File: src/hw/rtl/wdq_pkg.sv
// Package for the weighted deque: sizes, operation and error codes, item types
// and the command/status structs between controller and datapath. No dependencies.
package wdq_pkg;

    localparam int CAPACITY   = 64;
    localparam int VALUE_BITS = 16;
    localparam int PTR_W      = $clog2(CAPACITY);
    localparam int CNT_W      = $clog2(CAPACITY + 1);
    localparam int SUM_W      = VALUE_BITS + CNT_W;
    localparam int PROD_W     = VALUE_BITS + CNT_W + 1;
    localparam int WEIGHT_W   = 28;

    localparam logic [1:0] OP_QUERY     = 2'd0;
    localparam logic [1:0] OP_PUSH      = 2'd1;
    localparam logic [1:0] OP_POP_FRONT = 2'd2;
    localparam logic [1:0] OP_POP_BACK  = 2'd3;

    localparam logic [1:0] ERR_NONE      = 2'd0;
    localparam logic [1:0] ERR_UNDERFLOW = 2'd1;
    localparam logic [1:0] ERR_OVERFLOW  = 2'd2;

    typedef struct packed {
        logic [1:0]         operation;
        logic signed [15:0] value;
    } t_in_item;

    typedef struct packed {
        logic signed [15:0]         popped_value;
        logic                       popped_valid;
        logic                       is_empty;
        logic [6:0]                 entry_count;
        logic signed [WEIGHT_W-1:0] weight;
        logic [1:0]                 error;
    } t_out_item;

    typedef struct packed {
        logic capture;
        logic exec;
        logic pop_step;
        logic pop_back_finish;
        logic load_out;
    } t_dp_cmd;

    typedef struct packed {
        logic need_read;
        logic pop_back;
    } t_dp_status;

endpackage

File: src/hw/rtl/wdq_datapath.sv
// Datapath of the weighted deque: entry memory, pointers, running sums and the
// output register. Depends on wdq_pkg; driven by wdq_ctrl through t_dp_cmd.
module wdq_datapath (
    input  logic                i_clk,
    input  logic                i_rst_n,
    input  wdq_pkg::t_in_item   i_in_data,
    input  wdq_pkg::t_dp_cmd    i_cmd,
    output wdq_pkg::t_dp_status o_status,
    output wdq_pkg::t_out_item  o_out_data
);

    logic [wdq_pkg::VALUE_BITS-1:0]        r_mem [wdq_pkg::CAPACITY];

    logic [1:0]                            r_op;
    logic signed [15:0]                    r_value;
    logic [wdq_pkg::PTR_W-1:0]             r_fp;
    logic [wdq_pkg::CNT_W-1:0]             r_count;
    logic signed [wdq_pkg::SUM_W-1:0]      r_vsum;
    logic signed [wdq_pkg::WEIGHT_W-1:0]   r_weight;
    logic [1:0]                            r_err;
    logic                                  r_pvalid;
    logic signed [wdq_pkg::VALUE_BITS-1:0] r_popped;
    logic signed [wdq_pkg::VALUE_BITS-1:0] r_rd_data;
    logic signed [wdq_pkg::PROD_W-1:0]     r_prod;
    wdq_pkg::t_out_item                    r_out;

    logic                                  is_empty_c;
    logic                                  is_full_c;
    logic [wdq_pkg::PTR_W-1:0]             fp_dec;
    logic [wdq_pkg::PTR_W-1:0]             fp_inc;
    logic [wdq_pkg::PTR_W:0]               back_sum;
    logic [wdq_pkg::PTR_W-1:0]             back_idx;
    logic [wdq_pkg::PTR_W-1:0]             rd_addr;
    logic signed [wdq_pkg::VALUE_BITS-1:0] v_push;
    logic signed [wdq_pkg::SUM_W-1:0]      v_push_ext;
    logic signed [wdq_pkg::SUM_W-1:0]      rd_ext;
    logic signed [wdq_pkg::SUM_W-1:0]      popped_ext;
    logic signed [wdq_pkg::PROD_W-1:0]     prod_c;
    logic                                  last_entry;

    assign is_empty_c = (r_count == '0);
    assign is_full_c  = (r_count == wdq_pkg::CNT_W'(wdq_pkg::CAPACITY));
    assign last_entry = (r_count == wdq_pkg::CNT_W'(1));

    assign fp_dec = (r_fp == '0) ? wdq_pkg::PTR_W'(wdq_pkg::CAPACITY - 1)
                                 : r_fp - wdq_pkg::PTR_W'(1);
    assign fp_inc = (r_fp == wdq_pkg::PTR_W'(wdq_pkg::CAPACITY - 1)) ? '0
                                 : r_fp + wdq_pkg::PTR_W'(1);

    // The back entry sits count-1 places past the front; one conditional
    // subtract folds the ring index back into range.
    assign back_sum = {1'b0, r_fp} + (wdq_pkg::PTR_W + 1)'(r_count)
                      - (wdq_pkg::PTR_W + 1)'(1);
    always_comb begin
        if (back_sum >= (wdq_pkg::PTR_W + 1)'(wdq_pkg::CAPACITY)) begin
            back_idx = wdq_pkg::PTR_W'(back_sum - (wdq_pkg::PTR_W + 1)'(wdq_pkg::CAPACITY));
        end else begin
            back_idx = back_sum[wdq_pkg::PTR_W-1:0];
        end
    end

    assign rd_addr    = (r_op == wdq_pkg::OP_POP_BACK) ? back_idx : r_fp;
    assign v_push     = wdq_pkg::VALUE_BITS'(r_value);
    assign v_push_ext = wdq_pkg::SUM_W'(v_push);
    assign rd_ext     = wdq_pkg::SUM_W'(r_rd_data);
    assign popped_ext = wdq_pkg::SUM_W'(r_popped);
    assign prod_c     = r_rd_data * $signed({1'b0, r_count});

    assign o_status.need_read = ((r_op == wdq_pkg::OP_POP_FRONT) ||
                                 (r_op == wdq_pkg::OP_POP_BACK)) && !is_empty_c;
    assign o_status.pop_back  = (r_op == wdq_pkg::OP_POP_BACK);
    assign o_out_data         = r_out;

    // Entry memory: one write port, one registered read port.
    always_ff @(posedge i_clk) begin
        if (i_cmd.exec && (r_op == wdq_pkg::OP_PUSH) && !is_full_c) begin
            r_mem[fp_dec] <= v_push;
        end
        if (i_cmd.exec) begin
            r_rd_data <= r_mem[rd_addr];
        end
    end

    // Payload registers.
    always_ff @(posedge i_clk) begin
        if (i_cmd.capture) begin
            r_op    <= i_in_data.operation;
            r_value <= i_in_data.value;
        end
        if (i_cmd.pop_step) begin
            r_prod <= prod_c;
        end
        if (i_cmd.load_out) begin
            r_out.popped_value <= 16'(r_popped);
            r_out.popped_valid <= r_pvalid;
            r_out.is_empty     <= is_empty_c;
            r_out.entry_count  <= 7'(r_count);
            r_out.weight       <= r_weight;
            r_out.error        <= r_err;
        end
    end

    // Queue state.
    always_ff @(posedge i_clk) begin
        if (!i_rst_n) begin
            r_fp     <= '0;
            r_count  <= '0;
            r_vsum   <= '0;
            r_weight <= '0;
            r_err    <= wdq_pkg::ERR_NONE;
            r_pvalid <= 1'b0;
            r_popped <= '0;
        end else if (i_cmd.exec) begin
            r_popped <= '0;
            r_pvalid <= 1'b0;
            r_err    <= wdq_pkg::ERR_NONE;
            unique case (r_op)
                wdq_pkg::OP_PUSH: begin
                    if (is_full_c) begin
                        r_err <= wdq_pkg::ERR_OVERFLOW;
                    end else begin
                        // Every older entry moves one place deeper.
                        r_fp     <= fp_dec;
                        r_count  <= r_count + wdq_pkg::CNT_W'(1);
                        r_weight <= r_weight + wdq_pkg::WEIGHT_W'(r_vsum + v_push_ext);
                        r_vsum   <= r_vsum + v_push_ext;
                    end
                end
                wdq_pkg::OP_POP_FRONT, wdq_pkg::OP_POP_BACK: begin
                    if (is_empty_c) begin
                        r_err <= wdq_pkg::ERR_UNDERFLOW;
                    end
                end
                default: begin
                end
            endcase
        end else if (i_cmd.pop_step) begin
            r_popped <= r_rd_data;
            r_pvalid <= 1'b1;
            if (r_op == wdq_pkg::OP_POP_FRONT) begin
                r_weight <= r_weight - wdq_pkg::WEIGHT_W'(r_vsum);
                r_vsum   <= r_vsum - rd_ext;
                r_count  <= r_count - wdq_pkg::CNT_W'(1);
                r_fp     <= last_entry ? '0 : fp_inc;
            end
        end else if (i_cmd.pop_back_finish) begin
            r_weight <= r_weight - wdq_pkg::WEIGHT_W'(r_prod);
            r_vsum   <= r_vsum - popped_ext;
            r_count  <= r_count - wdq_pkg::CNT_W'(1);
            if (last_entry) begin
                r_fp <= '0;
            end
        end
    end

endmodule

File: src/hw/rtl/wdq_ctrl.sv
// Controller of the weighted deque: sequences one operation at a time and owns
// both handshakes. Depends on wdq_pkg; drives wdq_datapath through t_dp_cmd.
module wdq_ctrl (
    input  logic                i_clk,
    input  logic                i_rst_n,
    input  logic                i_in_valid,
    output logic                o_in_stall,
    output logic                o_out_valid,
    input  logic                i_out_stall,
    input  wdq_pkg::t_dp_status i_status,
    output wdq_pkg::t_dp_cmd    o_cmd
);

    localparam logic [2:0] S_IDLE   = 3'd0;
    localparam logic [2:0] S_EXEC   = 3'd1;
    localparam logic [2:0] S_READ   = 3'd2;
    localparam logic [2:0] S_MUL    = 3'd3;
    localparam logic [2:0] S_RESULT = 3'd4;

    logic [2:0] r_state;
    logic [2:0] n_state;
    logic       r_out_valid;
    logic       n_out_valid;
    logic       out_free;

    assign out_free    = !r_out_valid || !i_out_stall;
    assign o_in_stall  = (r_state != S_IDLE);
    assign o_out_valid = r_out_valid;

    always_comb begin
        n_state     = r_state;
        n_out_valid = r_out_valid && i_out_stall;
        o_cmd       = '0;
        unique case (r_state)
            S_IDLE: begin
                if (i_in_valid) begin
                    o_cmd.capture = 1'b1;
                    n_state       = S_EXEC;
                end
            end
            S_EXEC: begin
                o_cmd.exec = 1'b1;
                n_state    = i_status.need_read ? S_READ : S_RESULT;
            end
            S_READ: begin
                o_cmd.pop_step = 1'b1;
                n_state        = i_status.pop_back ? S_MUL : S_RESULT;
            end
            S_MUL: begin
                o_cmd.pop_back_finish = 1'b1;
                n_state               = S_RESULT;
            end
            S_RESULT: begin
                // Wait until the previous result has been transferred.
                if (out_free) begin
                    o_cmd.load_out = 1'b1;
                    n_out_valid    = 1'b1;
                    n_state        = S_IDLE;
                end
            end
            default: begin
                n_state = S_IDLE;
            end
        endcase
    end

    always_ff @(posedge i_clk) begin
        if (!i_rst_n) begin
            r_state     <= S_IDLE;
            r_out_valid <= 1'b0;
        end else begin
            r_state     <= n_state;
            r_out_valid <= n_out_valid;
        end
    end

endmodule

File: src/hw/rtl/weighted_deque.sv
// A bounded double-ended queue of 64 signed 16-bit entries that keeps a running
// positional weight (the sum of each entry times its one-based depth from the front).
// Items are taken one at a time. The result of a query, a push or any rejected
// operation passes from the execute state through the result state to the output
// register; a pop at the front also passes the read state, and a pop at the back
// the read and the multiply state. The extra states are the registered read port
// of the entry memory and, for a pop at the back, the registered depth multiply.
// The next item is taken in the cycle after a result is loaded, even while that
// result still waits to be transferred. Depends on wdq_pkg, wdq_ctrl and wdq_datapath.
module weighted_deque (
    input  logic               i_clk,
    input  logic               i_rst_n,
    input  logic               i_in_valid,
    output logic               o_in_stall,
    input  wdq_pkg::t_in_item  i_in_data,
    output logic               o_out_valid,
    input  logic               i_out_stall,
    output wdq_pkg::t_out_item o_out_data
);

    wdq_pkg::t_dp_cmd    cmd;
    wdq_pkg::t_dp_status status;

    wdq_ctrl u_ctrl (
        .i_clk       (i_clk),
        .i_rst_n     (i_rst_n),
        .i_in_valid  (i_in_valid),
        .o_in_stall  (o_in_stall),
        .o_out_valid (o_out_valid),
        .i_out_stall (i_out_stall),
        .i_status    (status),
        .o_cmd       (cmd)
    );

    wdq_datapath u_datapath (
        .i_clk      (i_clk),
        .i_rst_n    (i_rst_n),
        .i_in_data  (i_in_data),
        .i_cmd      (cmd),
        .o_status   (status),
        .o_out_data (o_out_data)
    );

endmodule

File: config.mk
export PLATFORM = sky130hd
export DESIGN_NAME = weighted_deque
export DESIGN_NICKNAME = d
export VERILOG_FILES = /design/src/hw/rtl/wdq_pkg.sv /design/src/hw/rtl/wdq_datapath.sv /design/src/hw/rtl/wdq_ctrl.sv /design/src/hw/rtl/weighted_deque.sv
export SDC_FILE = /design/constraint.sdc
export NUM_CORES = 2
export LEC_CHECK = 0
export BUFFER_PORTS_ARGS = -buffer_cell sky130_fd_sc_hd__buf_2
export CORE_MARGIN = 2
export CORE_UTILIZATION = 50
export DETAILED_ROUTE_END_ITERATION = 10
export PLACE_DENSITY_LB_ADDON = 0.3
export SLEW_MARGIN = 30
export SYNTH_ARGS = -nofsm -noshare
export SYNTH_HDL_FRONTEND = slang
export SYNTH_SLANG_ARGS = --single-unit
File: constraint.sdc
create_clock -name i_clk -period 15.1 [get_ports i_clk]
set_clock_uncertainty 0.05 [all_clocks]
set_input_delay 1.51 -clock i_clk [delete_from_list [all_inputs] [get_ports i_clk]]
set_output_delay 1.51 -clock i_clk [all_outputs]
set_load 0.05 [all_outputs]
==> metrics.md <==
| Metric | Value |
|---|---|
| Fin Hold WS | `0.394 ns` |
| Share of cells above drive strength 1 | `0.170` |
| Vias in the first global route | `31500` |
| Drt first pass iters | `5` |
| Core region area | `0.111 mm²` |
| Iter 0 DRT Violations | `3163` |
| Clk slew on worst S/H paths | `0.06 ns` |
| Fmax | `154 MHz` |
| EDFF count, synth | `1137` |
| CP Launch Type | `flop` |
| CTS Hold Buffers Added | `0` |
| GRT Resource Usage Total | `0.232` |
| Clock root buffer | `clkbuf_16` |
| Final setup viols | `0` |
| Yosys cell types | `70` |
| Final wirelength | `134000 µm` |
| Worst hold path class | `flop to flop` |
| WL met3 | `8580 µm` |
| RSZ-0062 raised after global routing | `false` |
| Port-buffer cells | `78` |
| Clock Path Buffers | `3` |
| Met1 WL | `55000 µm` |
| Gate Count Post-Synth | `3631` |
| Share of the synthesized area in the top cell type | `0.611` |
| Worst slew pin tran | `0.968 ns` |
| Post_cts resized | `0` |
| First-pass GRT wire length | `201000 µm` |
| CP max FO | `63` |
| Tmin final | `6.50 ns` |
| Post-synth top flop | `edfxtp_1` |
| Placed cells | `5138` |
| Data arrival, critical path | `7.03 ns` |
| Crit path kind | `flop to flop` |
| RR Endpoint | `u_datapath.r_weight[26]` |
| Setup TNS | `0 ns` |
| CP Data Required Time | `15.63 ns` |
| Period utilization | `0.431` |
| Outcome | `completed` |
| DRC | `0` |
| Post-CTS Setup Bufs | `0` |
| Area grow syn2layout | `11.5%` |
| Reg2Reg Launch Point | `u_ctrl.r_state[2]` |
| Critical Path Start | `u_ctrl.r_state[2]` |
| Fin cells | `5369` |
| Row Count | `122` |
| Reg2Reg Setup Slack | `8.60 ns` |
| Area of the die | `0.114 mm²` |
| Cell area after layout | `0.0623 mm²` |
| Synth Register Bits | `1224` |
| Chip Width | `338 µm` |
| Nets | `4026` |
| Max-slew headroom | `0.354` |
| Via count | `32100` |
| Cell with the most instances after synthesis | `edfxtp_1` |
| Synth Net Count | `3883` |
| Number of CTS-inserted buffers | `121` |
| Grt total ovfl | `0` |
| Final-report max-slew violation count | `0` |
| Starting density of the core | `0.504` |
| Pleak | `21.9 nW` |
| PD cells | `121 mW/mm²` |
| Die height | `338 µm` |
| CTS tree | `done` |
| Top cells by area, synth | `edfxtp_1 61%, mux4_2 11%, fa_1 3.2%` |
| Crit path to | `u_datapath.r_weight[26]` |
| Ys Warns | `0` |
| Fill cells | `8720` |
| Final Hold Violating Endpoints | `0` |
| Largest net degree at the start of global routing | `113` |
| Reg2Reg Depth | `21` |
| Placed instance area | `0.0584 mm²` |
| IO Count | `79` |
| Peak supply drop | `0.000114 V` |
| Post-Place Worst Slack | `8.71 ns` |
| Worst skew pair latency | `0.73 ns` |
| Routed length on met2 | `67100 µm` |
| Post-synthesis async set-or-reset flop share | `0` |
| Initial antenna violation count | `3` |
| Final WS setup | `8.60 ns` |
| Post-Syn Area | `0.0559 mm²` |
| RD Place Congestion | `0.873` |
| Max_cap viols | `0` |
| CP endpoint kind | `flop` |
| Via density | `5.98` |
| Antenna Nets Post-Route | `0` |
| DP HPWL | `81000 µm` |
| Top post-synthesis cells by count | `1137 x edfxtp_1, 306 x nand2_1, 272 x mux4_2, 217 x nor2_1, 163 x inv_1` |
| H-Tree Depth | `3` |
| Seq/Total Area, Yosys | `0.642` |
| Mean Syn Cell Area | `15.4 µm²` |
| Top routing layer used | `met5` |
| Yosys top cell by area | `edfxtp_1` |
| Clk sinks | `1224` |
| Wirelength per Cell | `25.0 µm` |
[worst min-delay path by stage]
stage | from | to | cells past startpoint
floorplan | u_datapath.r_popped[8] | u_datapath.o_out_data[47] | 0
global placement | u_datapath.r_err[0] | u_datapath.o_out_data[0] | 0
detailed placement | u_datapath.r_err[0] | u_datapath.o_out_data[0] | 0
CTS | u_datapath.r_err[1] | u_datapath.o_out_data[1] | 0
global route | u_datapath.r_err[0] | u_datapath.o_out_data[0] | 0
finish | u_datapath.r_err[0] | u_datapath.o_out_data[0] | 0
[layout make-up]
type	count	area, µm²	area share
timing repair buffer	188	1270	0.0204
inverter	165	619	0.00994
tap	1488	1860	0.0299
multi-input combinational	2074	18800	0.302
sequential	1224	35900	0.576
antenna	1	2.50	0.0000402
clock inverter	81	718	0.0115
clock buffer	148	3130	0.0502
[power breakdown]
part	internal (W)	leakage, nW	switching [W]
combinational	0.000297	9.10	0.000509
clock	0.00164	1.86	0.00128
sequential	0.00375	10.9	0.0000390
total	0.00570	21.9	0.00182
[state kept, by name (all words and copies together), names as in the netlist, 3 cells and up]
signal,cells
u_datapath.r_mem,1024
u_datapath.o_out_data,55
u_datapath.r_weight,28
u_datapath.r_prod,24
u_datapath.r_vsum,23
u_datapath.r_popped,16
u_datapath.r_rd_data,16
u_datapath.r_value,16
u_datapath.r_count,7
u_datapath.r_fp,6
u_ctrl.r_state,3
[placed cells by master, fill, tap and decap left out, types with 12 or more instances in the layout]
cell and count:
edfxtp_1 1137, nand2_1 305, mux4_2 272, nor2_1 216, and2_1 162, inv_1 162, ha_1 140, a21oi_1 129
clkbuf_16 121, buf_4 106, o21ai_0 91, fa_1 90, dfxtp_1 86, a211oi_1 85, xnor2_1 82, a31oi_1 78
buf_2 78, nor3_1 55, xor2_1 47, nand3_1 43, clkinv_1 37, mux2i_1 35, a21o_1 31, clkbuf_1 27
o21a_1 19, clkinv_2 18, and3_1 17, or3_1 14, nor2b_1 14, o21bai_1 12, nand4_1 12
[through the flow]
stage / util / power, W
floorplan: - / 0.00440
detailed placement: 0.527 / 0.00467
finish: 0.562 / 0.00752
global route: 0.562 / 0.00775
CTS: 0.562 / 0.00757
global placement: 0.527 / 0.00466
[logic make-up (layout without fill, tap and decap cells)]
| kind of cell | count (synthesis) | after routing | synth area share |
|---|---|---|---|
| other cells | 0 | 1 | 0 |
| mux | 313 | 313 | 0.117 |
| flops | 1224 | 1224 | 0.642 |
| compound gates | 519 | 519 | 0.0591 |
| simple gates | 882 | 882 | 0.0741 |
| xor+xnor | 130 | 130 | 0.0204 |
| fa+ha+maj | 230 | 230 | 0.0636 |
| buf+inv | 333 | 582 | 0.0232 |
[worst max-delay path: stages (launching register included)]
cell and delay (ns):
dfxtp_1 0.48, or3b_4 0.72, inv_2 0.15, buf_4 0.40, nor3_1 0.37, o211ai_2 0.17
or2_2 0.33, nor2_1 0.12, xor2_1 0.16, nor2_1 0.06, a211oi_1 0.31, a21oi_1 0.10
ha_1 0.42, a2111oi_0 0.57, nand3b_1 0.23, nor4_1 0.46, nor4b_1 0.16, o211a_1 0.24
o21a_1 0.19, o41ai_1 0.33, xor2_1 0.19, a21oi_1 0.08
[per-layer routing]
layer,GRT usage,vias up
met5,0,-
met3,0.0296,203
met4,0.0704,2
met1,0.317,16500
met2,0.393,1178
li1,-,14200
Power figures use the tool's default switching activity.
